[src/hw/rtl/binary_grid_boundary_cell_count_assert.svh]
// Assertion macros for the boundary cell counter RTL.
// Clock and reset are passed in, so the macros need nothing else.
`ifndef BINARY_GRID_BOUNDARY_CELL_COUNT_ASSERT_SVH
`define BINARY_GRID_BOUNDARY_CELL_COUNT_ASSERT_SVH

// Checked only while reset is low.
`define BGBC_ASSERT(label, clk_s, rst_s, prop, msg) \
  label: assert property (@(posedge clk_s) disable iff (rst_s) prop) else $error(msg);

// Checked on every edge, reset included.
`define BGBC_ASSERT_ALWAYS(label, clk_s, prop, msg) \
  label: assert property (@(posedge clk_s) prop) else $error(msg);

`endif

[src/hw/rtl/bgbc_pkg.sv]
// Shared types, constants and the cell classifier for the boundary cell counter.
// No dependencies.
package bgbc_pkg;

  localparam int MAX_COLS_DEF = 1024;

  localparam int CHAR_W  = 8;
  localparam int COUNT_W = 23;
  localparam int ROWS_W  = 13;
  localparam int COLS_W  = 11;
  localparam int ROW_W   = 12;   // row index, up to 4096 rows
  localparam int COLI_W  = 12;   // widest column index over the MAX_COLS range
  localparam int MAX_ROWS = 4096;

  localparam int DATA_W = 32;
  localparam int ADDR_W = 3;

  // register byte addresses
  localparam logic [ADDR_W-1:0] REG_GRID_ROWS = 3'd0;
  localparam logic [ADDR_W-1:0] REG_GRID_COLS = 3'd4;

  localparam logic [CHAR_W-1:0] CHAR_LAND  = 8'h23;
  localparam logic [CHAR_W-1:0] CHAR_WATER = 8'h2E;

  typedef logic [1:0] cls_t;
  localparam cls_t CLS_OTHER = 2'd0;
  localparam cls_t CLS_LAND  = 2'd1;
  localparam cls_t CLS_WATER = 2'd2;

  // one line store entry: class two rows up and one row up
  typedef struct packed {
    cls_t upper;
    cls_t middle;
  } row_ent_t;

  // frame geometry handed from the register block to the scanner
  typedef struct packed {
    logic              clear;
    logic [ROW_W-1:0]  row_last;
    logic [COLI_W-1:0] col_last;
  } geom_t;

  function automatic cls_t classify(input logic [CHAR_W-1:0] ch);
    cls_t c;
    c = CLS_OTHER;
    if (ch == CHAR_LAND) c = CLS_LAND;
    else if (ch == CHAR_WATER) c = CLS_WATER;
    return c;
  endfunction

endpackage

[src/hw/rtl/bgbc_cfg.sv]
// Configuration registers of the boundary cell counter, on an APB-style port.
// Depends on bgbc_pkg; turns row and column counts into last-index values.
module bgbc_cfg #(
  parameter int MAX_COLS = bgbc_pkg::MAX_COLS_DEF
) (
  input  logic                        clk,
  input  logic                        rst,
  input  logic                        psel,
  input  logic                        penable,
  input  logic                        pwrite,
  input  logic [bgbc_pkg::ADDR_W-1:0] paddr,
  input  logic [bgbc_pkg::DATA_W-1:0] pwdata,
  output logic [bgbc_pkg::DATA_W-1:0] prdata,
  output logic                        pready,
  output bgbc_pkg::geom_t             geom
);

  logic [bgbc_pkg::ROWS_W-1:0] grid_rows;
  logic [bgbc_pkg::COLS_W-1:0] grid_cols;
  logic [bgbc_pkg::ROW_W-1:0]  row_last;
  logic [bgbc_pkg::COLI_W-1:0] col_last;
  logic                        wr;
  logic                        sel_cols;
  logic [bgbc_pkg::ROWS_W-1:0] rows_in;
  logic [12:0]                 cols_in;
  logic [bgbc_pkg::ROW_W-1:0]  row_last_next;
  logic [bgbc_pkg::COLI_W-1:0] col_last_next;

  assign pready   = 1'b1;
  assign wr       = psel & penable & pwrite & pready;
  // two registers, four bytes apart
  assign sel_cols = paddr[2];

  assign rows_in = pwdata[bgbc_pkg::ROWS_W-1:0];
  assign cols_in = {2'b00, pwdata[bgbc_pkg::COLS_W-1:0]};

  always_comb begin
    if (rows_in == '0) begin
      row_last_next = '0;
    end else if (rows_in > 13'(bgbc_pkg::MAX_ROWS)) begin
      row_last_next = bgbc_pkg::ROW_W'(bgbc_pkg::MAX_ROWS - 1);
    end else begin
      row_last_next = bgbc_pkg::ROW_W'(rows_in - 13'd1);
    end
  end

  always_comb begin
    if (cols_in == '0) begin
      col_last_next = '0;
    end else if (cols_in > 13'(MAX_COLS)) begin
      col_last_next = bgbc_pkg::COLI_W'(MAX_COLS - 1);
    end else begin
      col_last_next = bgbc_pkg::COLI_W'(cols_in - 13'd1);
    end
  end

  always_ff @(posedge clk) begin
    if (rst) begin
      grid_rows <= bgbc_pkg::ROWS_W'(1);
      grid_cols <= bgbc_pkg::COLS_W'(1);
      row_last  <= '0;
      col_last  <= '0;
    end else begin
      if (wr) begin
        if (sel_cols) begin
          grid_cols <= pwdata[bgbc_pkg::COLS_W-1:0];
          col_last  <= col_last_next;
        end else begin
          grid_rows <= rows_in;
          row_last  <= row_last_next;
        end
      end
    end
  end

  always_comb begin
    if (sel_cols) prdata = {{(bgbc_pkg::DATA_W-bgbc_pkg::COLS_W){1'b0}}, grid_cols};
    else          prdata = {{(bgbc_pkg::DATA_W-bgbc_pkg::ROWS_W){1'b0}}, grid_rows};
  end

  // any write drops the frame in progress, at the edge that loads the new geometry
  assign geom.clear    = wr;
  assign geom.row_last = row_last;
  assign geom.col_last = col_last;

endmodule

[config.mk]
export PLATFORM = sky130hd
export DESIGN_NAME = bgbc_cfg
export DESIGN_NICKNAME = d
export VERILOG_FILES = /design/src/hw/rtl/binary_grid_boundary_cell_count_assert.svh /design/src/hw/rtl/bgbc_pkg.sv /design/src/hw/rtl/bgbc_cfg.sv
export SDC_FILE = /design/constraint.sdc
export NUM_CORES = 1
export LEC_CHECK = 0
export ABC_CLOCK_PERIOD_IN_PS = 2750
export BUFFER_PORTS_ARGS = -buffer_cell sky130_fd_sc_hd__buf_2
export CORE_MARGIN = 3
export CORE_UTILIZATION = 48
export CTS_CLUSTER_DIAMETER = 120
export CTS_CLUSTER_SIZE = 28
export DETAILED_ROUTE_END_ITERATION = 8
export PLACE_DENSITY_LB_ADDON = 0.05
export SYNTH_ARGS = -nofsm -noshare
export SYNTH_HDL_FRONTEND = slang
export SYNTH_SLANG_ARGS = --single-unit
[constraint.sdc]
create_clock -name clk -period 2.75 [get_ports clk]
set_input_delay 0.55 -clock clk [delete_from_list [all_inputs] [get_ports clk]]
set_output_delay 0.55 -clock clk [all_outputs]
set_load 0.03 [all_outputs]
## Yosys cells after proc, flatten, opt, wreduce, memory -nomap -nowiden

Index checks and enable logic that the tools add are counted.

- $add $sub $neg: 2
- Magnitude comparators: 2
- Mux-type cells: 5
- Bitwise gates (word level): 3
- Reduce and logical (&&, ||, !) cells: 4

Operators by type and width:

| operator | count |
|---|---|
| $mux W12 | 4 |
| $logic_not A13 Y1 | 2 |
| $gt A13 B13 Y1 const B | 1 |
| $mux W13 | 1 |
| $sub A11 B1 Y12 const B | 1 |
| $sub A12 B1 Y12 const B | 1 |
| $gt A11 B11 Y1 const B | 1 |
| $reduce_and A2 Y1 | 2 |
| $and A1 B1 Y1 | 2 |
| $not A1 Y1 | 1 |

- Flip-flop bits (word level): 48
- Bits of input ports: 40
- Output and inout port bits: 58
- Word-level logic and storage cells: 20

## Depth between registers and ports, before layout

Gate-level depths: netlist of run 1.

- Depth in word-level cells: 3
- Depth in mapped cells: 7
- Gate-level depth less buffers: 6

## Worst setup path before layout of run 1

Ideal clock, no wire load.

- Path kind: input-to-reg
- Start point: in pwdata[4] in the netlist's numbering
- End point: reg row_last[7] in the netlist's numbering
- Library setup time: 0.117 ns
- Arrival: 2.172 ns
- Data required time: 2.633 ns
- Path slack: 0.462 ns
- Stages: 6
- Path through: buf_6 or4_4 buf_6 or4_4 nor3b_4 a22o_1

- Cells in the longest elaborated chain, start to end: 3
- Elaborated cells on any way between the ends: 5
- Those cells by class: add/sub: 1; order compare: 1; mux: 2; reduce/logical: 1

RTL lines:

| item | RTL line | text |
|---|---|---|
| start: declaration | bgbc_cfg.sv:12 | `input logic [bgbc_pkg::DATA_W-1:0] pwdata,` |
| $sub A12 B1 Y12 / $gt A13 B13 Y1 (equally long branches) | bgbc_cfg.sv:43, bgbc_cfg.sv:40 |  |
| $mux W12 | bgbc_cfg.sv:40 | `end else if (rows_in > 13'(bgbc_pkg::MAX_ROWS)) begin` |
| $mux W12 * | bgbc_cfg.sv:38 | `if (rows_in == '0) begin` |
| end signal: assignment | bgbc_cfg.sv:70 | `row_last <= row_last_next;` |
| end: declaration | bgbc_cfg.sv:20 | `logic [bgbc_pkg::ROW_W-1:0] row_last;` |

Every way passes the cells marked *; elsewhere a longest branch is shown, timed or not.
A chain may end at the register's enable or synchronous reset.

## Final worst setup path of run 1

- Start point: in pwdata[0] in the netlist's numbering
- End point: reg row_last[1] in the netlist's numbering

Same word-level chain as after synthesis.

==> impl_results.md, run 1 <==
- Critical path capture point type: flop
- First-pass GRT wire length: 9520 um
- Placement Cell Area: 2640 um2
- Pwr Total: 1.38 mW
- Final-report hold violation count: 0
- Hold_ws: 0.456 ns
- Tot GR Track Use: 20.2%
- GR peak layer: met2
- Hold Path Depth: 2
- Total negative slack: 0 ns
- Antenna viol nets, final: 0
- Post-route cell area: 2730 um2
- Skew final: 0 ns
- Die height: 76.6 um
- Crit path kind: primary input to flop
- Setup Viol. Count Final: 0
- Met3 Track Usage GR: just over 4%
- Synth Cell Area: 2390 um2
- FF+latch count, synth: 48
- Via count of the routed design: about 2000
- Syn avg cell area: 8.63 um2
- Drt first pass iters: 4
- Required @ worst endpoint: 2.94 ns
- Vias per cell: approximately 5.2
- Synth area leaders: dfxtp_1 (40%), nand2_1 (9.3%), buf_4 (6.9%)
- P&R area growth vs syn: 14.3%
- Post-synthesis mux area share: 5.18%
- Simple-Gate Fraction of Synth Area: 21.7%
- Commonest non-fill, non-tap cells in the layout: nand2_1 (59), buf_2 (56), dfxtp_1 (48)
- Post-CTS Setup Inserts: 0
- Iter 0 DRT Violations: 119
- Sequential share of the synthesized area: roughly two fifths
- Inserted Clock Buffers: 5
- Worst Tran Pin Value: between 0.7 and 0.8 ns
- Number of remaining DRC errors: 0
- Sequential power share: 52.2%
- Critical path peak fanout: 7
- Port Buffers: 56
- EDFF count, synth: 0
- Yosys warnings: 0
- R2R depth: 3
- GPL Wtd Cong: 0.822
- Synth Flop Type: dfxtp_1
- Worst ir drop on vdd: 0.000293 V
- Htree depth: 2
- PD cells: 504 nW/um2
- Largest net degree at the start of global routing: 24
- Critical Path Source Type: primary input
- Clk Latency, worst-skew pair: 0.30 ns
- Sink Count: 48
- Synth Area in Compound Gates: roughly a fifth
- Final Cycle Share: 80.6%
- Met2 Use GR: 31.5%
- Min-delay worst type: flop to flop
- F_max: 0.451 GHz
- DR WL/cell: 14.5 um
- Share of the synthesized area in the top cell type: 40.2%
- Final HPWL DP: 4100 um
- Total Wirelength: about 5700 um
- Core Region: 4750 um2
- Remaining global-route overflow: 0
- Fin. max-slew vios: 0
- Async set-reset flop share out of synthesis: 0%
- Final nets: roughly 370
- Synth unique cells: 45
- Commonest non-fill, non-tap cell in the layout: nand2_1
- Clock share of power: between 30% and 40%
- CTS tree: built
- Slew HR: 47.1%
- Grt met1 use: 27.3%
- Clock-pin slew on the worst setup and hold paths: 0.08 ns
- Largest family of logic cells by synthesized area: simple AND/OR/NAND/NOR gates
- Sw frac: 29.1%
- Combinational Power Share: 15.7%
- Cts-stage hold buffer count: 0
- Psw: 401 uW
- Horiz. Die Dim: roughly 77 um
- Antenna fix cells: 0
- Max Cap Violations: 0
- Vias in the first global route: 1918
- Root Driver: clkbuf_8
- Number of core rows: 25
- Gate Count Post-Synth: 277
- Min Tclk post-route: 2.22 ns
- Clock Path Buffers: 2
- Share of cells above drive strength 1: ~28%
- Post-synthesis xor/xnor area fraction: around 1.1%
- Adder-cell area share of the yosys netlist: 1.05%
- Total Die Area: about 5900 um2
- Run status: finished clean
- Post_cts resized: 0
- Pint: 976 uW
- RSZ-0062 raised after global routing: false
- Post-synth top area cell: dfxtp_1
- Critical path data arrival time: ~2.4 ns
- Leakage power: 1.17 nW
- I/O pin cnt: 98
- Starting Density: 50.3%
- Initial antenna violation count: 0
routing by layer:
layer | up-vias | share of wire, %
met5 | - | 0
met4 | 0 | 0.67
met3 | 2 | 5.0
met2 | 57 | 45
met1 | 952 | 49
li1 | 1036 | -
synth_stat cells (all sizes together), types with 2 or more instances:
master,n
conb,2
dfxtp,48
buf,28
a211oi,2
ha,2
or4,4
or3,3
a211o,2
o41ai,4
nand3,9
o31ai,4
clkbuf,13
xnor2,2
nor4,3
a221oi,3
a22o,16
nor2,5
nand2,59
inv,3
o211ai,2
o21ai,3
mux2,11
a21oi,24
or3b,2
and3,3
nor3b,2
nor3,5
nor2b,3
power by group through the flow:
stage,clock [mW],combinational [mW],sequential (mW)
after detailed placement,0,0.215,0.736
after global placement,0,0.214,0.736
after floorplan,0,0.157,0.754
after CTS,0.460,0.216,0.720
after global routing,0.485,0.235,0.723
final,0.441,0.217,0.720
metrics by stage:
| stage | util (%) | cells | setup slack, ns |
|---|---|---|---|
| after floorplan | - | 295 | 0.462 |
| after global placement | 55.4 | 386 | 0.243 |
| after detailed placement | 55.4 | 386 | 0.230 |
| after CTS | 57.5 | 394 | 0.550 |
| after global routing | 57.5 | 394 | 0.431 |
| final | 57.5 | 394 | 0.534 |
flip-flops by register name (all words and copies together), names as in the netlist:
register	cells
grid_rows	13
col_last	12
row_last	12
grid_cols	11
final timing paths:
check                       startpoint                        end  slack, ns
max reg2reg   row_last[3]$_SDFFE_PP0P_   row_last[3]$_SDFFE_PP0P_       1.86
min reg2reg  grid_cols[3]$_SDFFE_PP0P_  grid_cols[3]$_SDFFE_PP0P_       0.46
min          grid_cols[3]$_SDFFE_PP0P_  grid_cols[3]$_SDFFE_PP0P_       0.46
max                          pwdata[0]   row_last[1]$_SDFFE_PP0P_       0.53
cells by family after synthesis:
kind of cell	count (synthesis)
xor+xnor	3
simple gates	104
flops	48
fa+ha+maj	2
other cells	2
buf+inv	44
compound gates	63
mux	11
critical path, stage by stage:
cell and delay (ns):
buf_2 0.14, inv_1 0.14, ha_1 0.19, or4b_1 0.54, or4_4 0.45, nor3b_4 0.20, a22o_1 0.20
layout make-up:
type	count	area [um2]
repair buffers	65	348
fillers	469	2020
flip-flops and latches	48	961
well taps	67	83.8
clock buffers	6	82.6
inverters	3	11.3
clock inverters	2	15.0
multi-input cells	203	1230
Note: power is estimated with default switching activity, not from simulation.
==> inputs of run 2 (changes only) <==
Settings changed: ABC_CLOCK_PERIOD_IN_PS 2750 to 2000, CORE_UTILIZATION 48 to 43.
Clock period 2.75 ns to 2 ns, I/O delays scaled along.
==> run 2 against run 1 <==
  * Combinational power grew 61%
  * First-iteration DRC count down 29%
  * Core utilization rose by 1.2 points
  * Register-to-register slack lost 0.80 ns
  * Global-route usage is 0.22 points higher
  * Clock power grew 60%
  * Clock skew stayed put
  * Worst setup slack got worse by 0.41 ns
  * Via count up 6.1%
  * Flip-flop and latch count stayed put
  * Critical endpoint is now col_last[2]$_SDFFE_PP0P_
==> impl_results.md, run 2 (same netlist as run 1, synthesis figures left out) <==
- Highest-delay cell along the critical path: or3b_2 (was or4b_1)
- I/O pin cnt: 98 (unchanged)
- Max Cap Violations: 0 (unchanged)
- Commonest non-fill, non-tap cell in the layout: nand2_1 (unchanged)
- Initial antenna violation count: 0 (unchanged)
- CTS tree: built (unchanged)
- F_max: 0.532 GHz
- FF-to-FF setup slack: 1.06 ns (was 1.86 ns)
- RSZ-0062 raised after global routing: false (unchanged)
- Sink Count: 48 (unchanged)
- Fillcell total: 511 (was 469)
- Min-delay worst type: primary input to flop (was flop to flop)
- Starting Density: 45.7% (was 50.3%)
- Dpl ws: -0.234 ns (was 0.230 ns)
- Leakage power: 1.37 nW (was 1.17 nW)
- Placement Cell Area: 2960 um2 (was 2640 um2)
- Via count of the routed design: 2172 (was 2047)
- First-pass GRT wire length: 10100 um (was 9520 um)
- Worst setup margin: 0.119 ns (was 0.534 ns)
- Min Tclk post-route: 1.88 ns
- Iter 0 DRT Violations: 84 (was 119)
- Drt first pass iters: 4 (unchanged)
- Critical path peak fanout: 4 (was 7)
- Critical Path Max Stage Delay: 0.46 ns (was 0.54 ns)
- Crit path kind: primary input to flop (unchanged)
- Inserted Clock Buffers: 5 (unchanged)
- Final HPWL DP: 4760 um (was 4100 um)
- Core Region: 5240 um2 (was 4750 um2)
- P&R area growth vs syn: 28.6% (was 14.3%)
- Port Buffers: 56 (unchanged)
- Required @ worst endpoint: 2.20 ns (was 2.94 ns)
- Die height: 80.6 um (was 76.6 um)
- Cts-stage hold buffer count: 0 (unchanged)
- Run status: finished clean (unchanged)
- Multi-input combinational cell area: 1260 um2 (was 1230 um2)
- Clock Path Buffers: 2 (unchanged)
- Total Die Area: 6490 um2 (was 5860 um2)
- Clock-pin slew on the worst setup and hold paths: 0.09 ns (was 0.08 ns)
- Final-report hold violation count: 0 (unchanged)
- Htree depth: 2 (unchanged)
- Final nets: 404 (was 368)
- Final Cycle Share: 94.0%
- Critical path cell sequence: buf_2 -> inv_1 -> ha_1 -> or3b_2 -> o31ai_1 -> nor2_1 -> buf_4 -> a22o_1 (was buf_2 -> inv_1 -> ha_1 -> or4b_1 -> or4_4 -> nor3b_4 -> a22o_1)
- Antenna fix cells: 0 (unchanged)
- Largest net degree at the start of global routing: 31 (was 24)
- Clk Latency, worst-skew pair: 0.30 ns (about the same)
- Horiz. Die Dim: 80.6 um (was 76.6 um)
- Critical path capture point type: flop (unchanged)
- Remaining global-route overflow: 0 (unchanged)
- Critical path data arrival time: 2.08 ns (was 2.41 ns)
- Crit path buffers/inverters: 3 (was 2)
- PD cells: 666 nW/um2 (was 504 nW/um2)
- Vias in the first global route: 2042 (was 1918)
- Share of cells above drive strength 1: 35.8% (was 27.8%)
- FF+latch area: 961 um2 (unchanged)
- Largest registers: grid_rows (13), col_last (12), row_last (12) (unchanged)
- Commonest non-fill, non-tap cells in the layout: nand2_1 (59), buf_2 (56), dfxtp_1 (48) (unchanged)
- Worst ir drop on vdd: 0.000432 V (was 0.000293 V)
- Top reg by flops: grid_rows (unchanged)
- Number of remaining DRC errors: 0 (unchanged)
- DR WL/cell: 14.5 um (about the same)
- Tot GR Track Use: 20.4% (was 20.2%)
- Max reg flops: 13 (unchanged)
- Number of core rows: 26 (was 25)
- Post-route cell area: 3070 um2 (was 2730 um2)
- Top delay family on crit path: simple AND/OR/NAND/NOR gates (unchanged)
- Finished Layout Cells: 433 (was 394)
- Setup Viol. Count Final: 0 (unchanged)
- GPL Wtd Cong: 0.842 (was 0.822)
- Total Wirelength: 6290 um (was 5700 um)
- Vias per cell: 5.02 (was 5.20)
- Root Driver: clkbuf_8 (unchanged)
- Skew final: 0 ns (unchanged)
- Antenna viol nets, final: 0 (unchanged)
- Critical Path Source Type: primary input (unchanged)
- Fin. max-slew vios: 0 (unchanged)
- Placed Cells: 425 (was 386)
[run 2: final timing paths]
kind | start | depth (start not counted) | end
worst max-delay path | pwdata[0] | 8 | col_last[2]$_SDFFE_PP0P_
worst min-delay path | pwdata[3] | 3 | grid_rows[3]$_SDFFE_PP0P_
worst min register to register | grid_rows[4]$_SDFFE_PP0P_ | 2 | grid_rows[4]$_SDFFE_PP0P_
worst max register to register | row_last[3]$_SDFFE_PP0P_ | 3 | row_last[3]$_SDFFE_PP0P_
[run 2: final cells by class]
cell class,instances,area share [%]
multi-input combinational,203,41.1
sequential,48,31.3
timing repair buffer,101,20.9
tap,70,2.85
clock buffer,6,2.36
clock inverter,2,1.14
inverter,3,0.366
[run 2: timing repair]
action | 4_1_cts | 5_1_grt
buffers inserted | 0 | 0
resized for setup | 0 | 2
endpoints found under the setup margin | 0 | 3
[run 2: power breakdown]
| group | leakage (nW) | internal, mW | switching [mW] |
|---|---|---|---|
| Clock | 0.0552 | 0.372 | 0.336 |
| Combinational | 0.929 | 0.124 | 0.226 |
| Sequential | 0.389 | 0.979 | 0.0115 |
| Total | 1.37 | 1.47 | 0.574 |
[run 2: metal layers]
metal	GRT usage [%]	part of all wire [%]	routed length, um	up-vias
met1	27.1	48	3030	991
li1	-	-	-	1108
met2	32.9	45	2850	65
met3	4.04	5.1	318	8
met4	6.76	1.3	84	0
met5	0	0	0	-
[run 2: worst register-to-register path, cell delays in order (launching register included)]
cell and delay, ns:
dfxtp_1 0.35, nand2_1 0.07, and3_1 0.18, a221oi_1 0.25
[run 2: metrics by stage]
step	TNS (ns)	power (mW)	util (%)	hold WS, ns
after global placement	-3.64	1.36	56.4	0.437
after floorplan	-0.214	1.25	-	0.430
after CTS	0	2.06	58.5	0.379
after detailed placement	-4.00	1.36	56.4	0.445
after global routing	0	2.13	58.7	0.404
final	0	2.05	58.7	0.386
